[src/design/lsfw_pkg.sv]
package lsfw_pkg;

  // fixed frame constants
  localparam int ID_BITS   = 3;
  localparam int CMD_W     = 8;
  localparam int CMD_BITS  = CMD_W + 1;
  localparam int DATA_BITS = 8;
  localparam int ADDR_W    = 7;

  localparam logic [ID_BITS-1:0] ID_CMD  = 3'b100;
  localparam logic [ID_BITS-1:0] ID_DATA = 3'b101;

  // item operation codes
  localparam logic OP_CMD  = 1'b0;
  localparam logic OP_DATA = 1'b1;

  // sequencer steps
  typedef enum logic [2:0] {
    ST_IDLE,
    ST_CMD_ID,
    ST_CMD,
    ST_DAT_ID,
    ST_ADDR,
    ST_DATA
  } step_t;

  // shift register load sources
  typedef enum logic [2:0] {
    SRC_NONE,
    SRC_CMD_ID,
    SRC_CMD,
    SRC_DAT_ID,
    SRC_ADDR,
    SRC_DATA
  } src_t;

  // how the last bit of a segment is marked
  typedef enum logic [1:0] {
    LAST_NONE,
    LAST_ALWAYS,
    LAST_EOB
  } last_t;

  // burst state update at end of segment
  typedef enum logic [1:0] {
    BURST_KEEP,
    BURST_CLEAR,
    BURST_EOB
  } burst_t;

  typedef enum logic {
    JMP_SEQ,
    JMP_DISPATCH
  } jump_t;

  typedef struct packed {
    logic   emit;
    src_t   src;
    last_t  last;
    burst_t burst;
    jump_t  jump;
    step_t  next_step;
  } ucode_t;

  // sequencer to datapath
  typedef struct packed {
    ucode_t word;
    logic   load;
    logic   from_port;
    src_t   load_src;
  } ctrl_t;

  // datapath to sequencer
  typedef struct packed {
    logic adv;
    logic seg_done;
    logic burst_open;
  } stat_t;

  // microprogram rom
  function automatic ucode_t ucode_rom(input step_t step);
    ucode_t w;
    w = '{emit: 1'b0, src: SRC_NONE, last: LAST_NONE, burst: BURST_KEEP,
          jump: JMP_DISPATCH, next_step: ST_IDLE};
    case (step)
      ST_IDLE: begin
        w = '{emit: 1'b0, src: SRC_NONE, last: LAST_NONE, burst: BURST_KEEP,
              jump: JMP_DISPATCH, next_step: ST_IDLE};
      end
      ST_CMD_ID: begin
        w = '{emit: 1'b1, src: SRC_CMD_ID, last: LAST_NONE, burst: BURST_KEEP,
              jump: JMP_SEQ, next_step: ST_CMD};
      end
      ST_CMD: begin
        w = '{emit: 1'b1, src: SRC_CMD, last: LAST_ALWAYS, burst: BURST_CLEAR,
              jump: JMP_SEQ, next_step: ST_IDLE};
      end
      ST_DAT_ID: begin
        w = '{emit: 1'b1, src: SRC_DAT_ID, last: LAST_NONE, burst: BURST_KEEP,
              jump: JMP_SEQ, next_step: ST_ADDR};
      end
      ST_ADDR: begin
        w = '{emit: 1'b1, src: SRC_ADDR, last: LAST_NONE, burst: BURST_KEEP,
              jump: JMP_SEQ, next_step: ST_DATA};
      end
      ST_DATA: begin
        w = '{emit: 1'b1, src: SRC_DATA, last: LAST_EOB, burst: BURST_EOB,
              jump: JMP_SEQ, next_step: ST_IDLE};
      end
      default: begin
        w = '{emit: 1'b0, src: SRC_NONE, last: LAST_NONE, burst: BURST_KEEP,
              jump: JMP_DISPATCH, next_step: ST_IDLE};
      end
    endcase
    return w;
  endfunction

endpackage

[src/design/lsfw_sequencer.sv]
module lsfw_sequencer (
  input  logic            clk,
  input  logic            rst,
  input  logic            item_valid,
  input  logic            op,
  input  lsfw_pkg::stat_t stat,
  output lsfw_pkg::ctrl_t ctrl,
  output logic            item_stall
);

  lsfw_pkg::step_t  step;
  lsfw_pkg::step_t  step_next;
  lsfw_pkg::ucode_t word;
  lsfw_pkg::ucode_t next_word;

  // step counter
  always_ff @(posedge clk) begin
    if (rst) begin
      step <= lsfw_pkg::ST_IDLE;
    end else begin
      step <= step_next;
    end
  end

  // control word fetch, dispatch and sequencing
  always_comb begin
    word           = lsfw_pkg::ucode_rom(step);
    step_next      = step;
    ctrl.load      = 1'b0;
    ctrl.from_port = 1'b0;
    if (word.jump == lsfw_pkg::JMP_DISPATCH) begin
      if (item_valid) begin
        ctrl.load      = 1'b1;
        ctrl.from_port = 1'b1;
        if (op == lsfw_pkg::OP_CMD) begin
          step_next = lsfw_pkg::ST_CMD_ID;
        end else if (!stat.burst_open) begin
          step_next = lsfw_pkg::ST_DAT_ID;
        end else begin
          step_next = lsfw_pkg::ST_DATA;
        end
      end
    end else if (stat.seg_done) begin
      step_next = word.next_step;
      ctrl.load = 1'b1;
    end
    // the step that follows picks the load source; idle loads nothing
    next_word     = lsfw_pkg::ucode_rom(step_next);
    ctrl.load     = ctrl.load && next_word.emit;
    ctrl.word     = word;
    ctrl.load_src = next_word.src;
    item_stall    = (word.jump != lsfw_pkg::JMP_DISPATCH);
  end

endmodule

[src/design/lsfw_datapath.sv]
module lsfw_datapath #(
  parameter int ADDRESS_BITS = 7
) (
  input  logic                          clk,
  input  logic                          rst,
  input  lsfw_pkg::ctrl_t               ctrl,
  input  logic [lsfw_pkg::CMD_W-1:0]    command_code,
  input  logic [lsfw_pkg::ADDR_W-1:0]   address,
  input  logic [lsfw_pkg::DATA_BITS-1:0] data_byte,
  input  logic                          end_of_burst,
  input  logic                          slot_stall,
  output logic                          slot_valid,
  output logic                          data_bit,
  output logic                          frame_last,
  output lsfw_pkg::stat_t               stat
);

  localparam int SHW = (ADDRESS_BITS > lsfw_pkg::CMD_BITS) ? ADDRESS_BITS
                                                           : lsfw_pkg::CMD_BITS;
  localparam int CW  = $clog2(SHW + 1);

  logic [lsfw_pkg::CMD_W-1:0]     cmd_r;
  logic [lsfw_pkg::ADDR_W-1:0]    addr_r;
  logic [lsfw_pkg::DATA_BITS-1:0] data_r;
  logic                           eob_r;

  logic [lsfw_pkg::CMD_W-1:0]     cmd_s;
  logic [lsfw_pkg::ADDR_W-1:0]    addr_s;
  logic [lsfw_pkg::DATA_BITS-1:0] data_s;
  logic [lsfw_pkg::DATA_BITS-1:0] data_rev;
  logic [ADDRESS_BITS-1:0]        addr_w;

  logic [SHW-1:0] shreg;
  logic [CW-1:0]  cnt;
  logic [SHW-1:0] load_val;
  logic [CW-1:0]  load_len;
  logic           burst_open;
  logic           adv;
  logic           seg_end;
  logic           mark_last;

  // operand select: ports on dispatch, held copies afterwards
  assign cmd_s  = ctrl.from_port ? command_code : cmd_r;
  assign addr_s = ctrl.from_port ? address      : addr_r;
  assign data_s = ctrl.from_port ? data_byte    : data_r;
  assign addr_w = ADDRESS_BITS'(addr_s);

  // data goes out lsb first, so load it reversed
  always_comb begin
    for (int i = 0; i < lsfw_pkg::DATA_BITS; i++) begin
      data_rev[i] = data_s[lsfw_pkg::DATA_BITS-1-i];
    end
  end

  // segment value, left aligned, and its bit count
  always_comb begin
    case (ctrl.load_src)
      lsfw_pkg::SRC_CMD_ID: begin
        load_val = SHW'(lsfw_pkg::ID_CMD) << (SHW - lsfw_pkg::ID_BITS);
        load_len = CW'(lsfw_pkg::ID_BITS);
      end
      lsfw_pkg::SRC_CMD: begin
        load_val = SHW'({cmd_s, 1'b0}) << (SHW - lsfw_pkg::CMD_BITS);
        load_len = CW'(lsfw_pkg::CMD_BITS);
      end
      lsfw_pkg::SRC_DAT_ID: begin
        load_val = SHW'(lsfw_pkg::ID_DATA) << (SHW - lsfw_pkg::ID_BITS);
        load_len = CW'(lsfw_pkg::ID_BITS);
      end
      lsfw_pkg::SRC_ADDR: begin
        load_val = SHW'(addr_w) << (SHW - ADDRESS_BITS);
        load_len = CW'(ADDRESS_BITS);
      end
      lsfw_pkg::SRC_DATA: begin
        load_val = SHW'(data_rev) << (SHW - lsfw_pkg::DATA_BITS);
        load_len = CW'(lsfw_pkg::DATA_BITS);
      end
      default: begin
        load_val = '0;
        load_len = '0;
      end
    endcase
  end

  // one bit slot per cycle while the output register can take it
  assign adv     = ctrl.word.emit && (!slot_valid || !slot_stall);
  assign seg_end = (cnt == CW'(1));
  assign mark_last = seg_end &&
                     ((ctrl.word.last == lsfw_pkg::LAST_ALWAYS) ||
                      ((ctrl.word.last == lsfw_pkg::LAST_EOB) && eob_r));

  // item capture
  always_ff @(posedge clk) begin
    if (ctrl.load && ctrl.from_port) begin
      cmd_r  <= command_code;
      addr_r <= address;
      data_r <= data_byte;
      eob_r  <= end_of_burst;
    end
  end

  // shift register and bit counter
  always_ff @(posedge clk) begin
    if (rst) begin
      cnt <= '0;
    end else if (ctrl.load) begin
      cnt <= load_len;
    end else if (adv) begin
      cnt <= cnt - CW'(1);
    end
  end

  always_ff @(posedge clk) begin
    if (ctrl.load) begin
      shreg <= load_val;
    end else if (adv) begin
      shreg <= shreg << 1;
    end
  end

  // output register
  always_ff @(posedge clk) begin
    if (rst) begin
      slot_valid <= 1'b0;
    end else if (adv) begin
      slot_valid <= 1'b1;
    end else if (!slot_stall) begin
      slot_valid <= 1'b0;
    end
  end

  always_ff @(posedge clk) begin
    if (adv) begin
      data_bit   <= shreg[SHW-1];
      frame_last <= mark_last;
    end
  end

  // burst state
  always_ff @(posedge clk) begin
    if (rst) begin
      burst_open <= 1'b0;
    end else if (adv && seg_end) begin
      case (ctrl.word.burst)
        lsfw_pkg::BURST_CLEAR: burst_open <= 1'b0;
        lsfw_pkg::BURST_EOB:   burst_open <= !eob_r;
        default:               burst_open <= burst_open;
      endcase
    end
  end

  assign stat.adv        = adv;
  assign stat.seg_done   = adv && seg_end;
  assign stat.burst_open = burst_open;

endmodule

[src/design/led_driver_serial_frame_writer.sv]
// channel  valid       stall       beat fields
// item     item_valid  item_stall  op, command_code, address, data_byte, end_of_burst
// slot     slot_valid  slot_stall  select_active, data_bit, frame_last
//
// one bit slot per clock unless stalled, from a shift register run by the microcode
// command item: id and command bits, first data item of a burst: id, address, byte;
//   later data item: data byte only, each after a dispatch in the idle step
// rst is synchronous and clears the step counter, bit counter, burst flag and slot_valid
// slot_stall freezes the emitting steps; item_stall is high outside the idle step
module led_driver_serial_frame_writer #(
  parameter int ADDRESS_BITS = 7
) (
  input  logic                           clk,
  input  logic                           rst,
  input  logic                           item_valid,
  output logic                           item_stall,
  input  logic                           op,
  input  logic [lsfw_pkg::CMD_W-1:0]     command_code,
  input  logic [lsfw_pkg::ADDR_W-1:0]    address,
  input  logic [lsfw_pkg::DATA_BITS-1:0] data_byte,
  input  logic                           end_of_burst,
  output logic                           slot_valid,
  input  logic                           slot_stall,
  output logic                           select_active,
  output logic                           data_bit,
  output logic                           frame_last
);

  lsfw_pkg::ctrl_t ctrl;
  lsfw_pkg::stat_t stat;

  // microprogram sequencer
  lsfw_sequencer u_seq (
    .clk        (clk),
    .rst        (rst),
    .item_valid (item_valid),
    .op         (op),
    .stat       (stat),
    .ctrl       (ctrl),
    .item_stall (item_stall)
  );

  // shift datapath and output register
  lsfw_datapath #(
    .ADDRESS_BITS (ADDRESS_BITS)
  ) u_dp (
    .clk          (clk),
    .rst          (rst),
    .ctrl         (ctrl),
    .command_code (command_code),
    .address      (address),
    .data_byte    (data_byte),
    .end_of_burst (end_of_burst),
    .slot_stall   (slot_stall),
    .slot_valid   (slot_valid),
    .data_bit     (data_bit),
    .frame_last   (frame_last),
    .stat         (stat)
  );

  // every slot lies inside a frame
  assign select_active = 1'b1;

`ifndef SYNTHESIS
  // an accepted item always starts an emitting step
  a_busy_after_accept: assert property (@(posedge clk) disable iff (rst)
    item_valid && !item_stall |=> item_stall)
    else $error("sequencer did not leave idle after accepting an item");

  // no bit slot is produced while the sequencer waits for an item
  a_no_emit_idle: assert property (@(posedge clk) disable iff (rst)
    !item_stall |-> !stat.adv)
    else $error("bit slot emitted from idle step");

  // a marked last bit means no burst stays open
  a_last_closes_burst: assert property (@(posedge clk) disable iff (rst)
    slot_valid && frame_last |-> !stat.burst_open)
    else $error("burst still open after marked last bit");
`endif

endmodule

[config.mk]
export PLATFORM = sky130hd
export DESIGN_NAME = led_driver_serial_frame_writer
export DESIGN_NICKNAME = d
export VERILOG_FILES = /design/src/design/lsfw_pkg.sv /design/src/design/lsfw_sequencer.sv /design/src/design/lsfw_datapath.sv /design/src/design/led_driver_serial_frame_writer.sv
export SDC_FILE = /design/constraint.sdc
export NUM_CORES = 1
export LEC_CHECK = 0
export ABC_AREA = 1
export BUFFER_PORTS_ARGS = -buffer_cell sky130_fd_sc_hd__buf_2
export CORE_MARGIN = 2
export CORE_UTILIZATION = 49
export CTS_BUF_LIST = sky130_fd_sc_hd__clkbuf_8 sky130_fd_sc_hd__clkbuf_16
export DETAILED_ROUTE_END_ITERATION = 7
export GPL_TIMING_DRIVEN = 0
export PLACE_DENSITY = 0.83
export SYNTH_ARGS = -nofsm -noshare
export SYNTH_HDL_FRONTEND = slang
export SYNTH_SLANG_ARGS = --single-unit
[constraint.sdc]
create_clock -name clk -period 3.24 [get_ports clk]
set_input_delay 0.486 -clock clk [delete_from_list [all_inputs] [get_ports clk]]
set_output_delay 0.486 -clock clk [all_outputs]
set_load 0.005 [all_outputs]
==> metrics <==
run status=complete, no violations; sw frac=0.4394; wire length per cell=12.35 µm; syn_nets=314; Num CTS Buffers=5; Die Span Y=74.18 µm; Core Util, Final=0.5923; Tightest Pin Transition=663.0 ps; CTS root buf=clkbuf_8; num ports=34; internal power=0.001603 W; synthesized instance count=279; synth unique cells=31; type of the worst setup path=flip-flop to flip-flop; combinational share of power=0.512; Total GRT Usage=0.1910; Port Buffers=32; register area share after synthesis=0.4977; headroom to the max-slew limit=0.5570; WP data arrival=2930 ps; Pwr Density=1022 nW/µm²; slowest cell on the critical path=nor2_4; placed cell areas=2660 µm²; crit path max fanout=24; Final #Nets=353; Final Non-Filler Cells=386; r2r setup slk=240 ps; worst flop-to-flop path endpoint=u_dp.addr_r[5]; critical path, cell by cell=inv_1 > ha_1 > nand2_1 > nor2_2 > nand4_1 > nand2_1 > nand3_4 > nor2_1 > inv_1 > ha_1 > nand2_4 > nand2_8 > buf_6 > nor2_4; number of synthesized register bits=43; drt initial violations=71; number of max-cap violations=0; # diodes=0; drt via density=4.995; Clock Skews=8.142 ps; P_sw=0.001257 W; Seq pwr share=0.317; H-Tree Depth=2; CP Capture Point=u_dp.addr_r[5]; routability cong.=0.8763; first-pass GRT wire length=8031 µm; Final Instance Area=2798 µm²; Tmin final=3001 ps; family with the most delay on the worst path=simple AND/OR/NAND/NOR gates; synthesized area=2414 µm²; Final period util=0.9263; vias in the first global route=1,793; DRC=0; Worst R2R Path Depth=14; Initial Util=0.5110; HP Class=input port to flip-flop; final wirelength=4768 µm; largest net degree at the start of global routing=25; via count=1,928; leakage=1.262 nW; most frequent cells in the layout=nand2_1 (109), edfxtp_1 (34), buf_2 (32); area delta synth->final=15.91%; Pins Over Slew Limit=0; CTS tree=built; layout cells sized above 1=0.2320; f_max=333.2 MHz; CP bufs+invs=3; DIE AREA=5503 µm²; # hold bufs at CTS=0; Crit. End Element=flip-flop; placed cells=378; clock group share of total power=0.171; core area=4723 µm²; Critical Path Start=u_dp.cnt[1]; Reg-to-Reg Start=u_dp.cnt[1]; Yosys warnings=0; Setup Fix Bufs, Post-CTS=0; Worst-Skew Late Latency=300 ps; setup repair after global routing missed its margin=no; syn avg cell area=8.651 µm²; Worst VDD drop=0.0004254 V; post-route ant nets=0; # setup viols final=0; CTS Sinks=43; Worst EP required=3170 ps; leading cell type in the layout, fill and taps excluded=nand2_1; DP Wirelength=3541 µm; initial antenna violation count=0; slowest stage delay, CP=510 ps; Reg clk slew, reported paths=80 ps; Congestion Overflow GR=0; FP Rows=25; first-pass iteration count of the detailed router=4; Crit path depth=14; width of the chip=74.18 µm; Hold Fails Final Rpt=0; Max clock buf depth=2; startpoint types=flip-flop
==> sequential cells by signal, indices dropped and copies added (netlist names), 3 cells and up <==
register,cells
u_dp.addr_r,7
u_seq.step,3
u_dp.shreg,8
u_dp.cmd_r,8
u_dp.data_r,8
u_dp.cnt,4
==> synth_stat cells (all sizes together) <==
library cell,number,area share
conb,1,0.0016
nor2,17,0.034
dfxtp,9,0.075
or2,1,0.0026
nand3,20,0.066
edfxtp,34,0.42
nand2,118,0.21
o21ai,14,0.037
o21a,1,0.0031
clkbuf,4,0.0062
inv,28,0.044
o211ai,2,0.0062
ha,6,0.031
buf,2,0.0078
a21oi,13,0.030
xor2,2,0.0073
nor3,2,0.0041
nand4,5,0.013
==> through the flow <==
stage | hold slack (ps) | TNS, ps | total power (W) | setup slack, ps
after detailed placement | 416.5 | -4816 | 0.002367 | -201.7
after global placement | 400.9 | -2866 | 0.002319 | -120.3
after floorplan | 400.3 | 0 | 0.002053 | 315.9
after CTS | 352.2 | 0 | 0.002869 | 194.7
after global routing | 343.5 | 0 | 0.003085 | 6.962
final | 360.4 | 0 | 0.002860 | 238.9
==> worst register-to-register path: cells and delay by family (launching register included) <==
family,cells,cell delay (ps)
simple gates,9,1600
fa+ha+maj,2,390
buf+inv,3,320
flops,1,310
==> kinds of logic (layout without fill, tap and decap cells) <==
family                     count (synthesis)  count (layout)  share of synthesized area
AOI/OAI and AO/OA                         30              30                    0.07621
adders and majority gates                  6               6                    0.03110
DFF                                       43              43                     0.4977
buffers and inverters                     34              74                    0.05754
other                                      1               1                   0.001554
xor gates and xnor gates                   2               2                   0.007259
and+or+nand+nor                          163             163                     0.3287
==> layout make-up <==
| class | count | area, µm² |
|---|---|---|
| buffer | 6 | 33.78 |
| clock inverter | 3 | 63.81 |
| timing repair buffer | 32 | 160.2 |
| inverter | 28 | 105.1 |
| tap | 67 | 83.83 |
| sequential | 43 | 1201 |
| clock buffer | 5 | 68.82 |
| multi-input combinational | 202 | 1081 |
| fill | 411 | 1926 |
==> worst min-delay path by stage <==
stage | start | end | slack (ps) | depth (start not counted)
finish | end_of_burst | u_dp.eob_r | 360 | 1
global route | end_of_burst | u_dp.eob_r | 340 | 1
CTS | end_of_burst | u_dp.eob_r | 350 | 1
detailed placement | u_dp.shreg[8] | u_dp.data_bit | 420 | 0
global placement | u_dp.shreg[8] | u_dp.data_bit | 400 | 0
floorplan | u_dp.shreg[8] | u_dp.data_bit | 400 | 0
==> routing by layer <==
layer | up-vias | global-route usage | wire, µm | share of wire
li1 | 990 | - | - | -
met1 | 884 | 0.2353 | 2199 | 0.46
met2 | 48 | 0.3353 | 2346 | 0.49
met3 | 6 | 0.04065 | 172 | 0.036
met4 | 0 | 0.06061 | 49 | 0.010
met5 | - | 0 | 0 | 0
==> power groups by stage <==
stage | sequential, W | clock, W | combinational (W)
floorplan | 0.000906 | 0 | 0.00115
global placement | 0.000911 | 0 | 0.00141
detailed placement | 0.000919 | 0 | 0.00145
CTS | 0.000906 | 0.000496 | 0.00147
global route | 0.000922 | 0.000513 | 0.00165
finish | 0.000905 | 0.000489 | 0.00147
==> timing repair <==
| item | CTS | global route |
|---|---|---|
| pin swaps | 0 | 1 |
| gates resized for setup | 1 | 0 |
| endpoints found under the setup margin | 24 | 11 |
(Power assumes the default switching activity.)
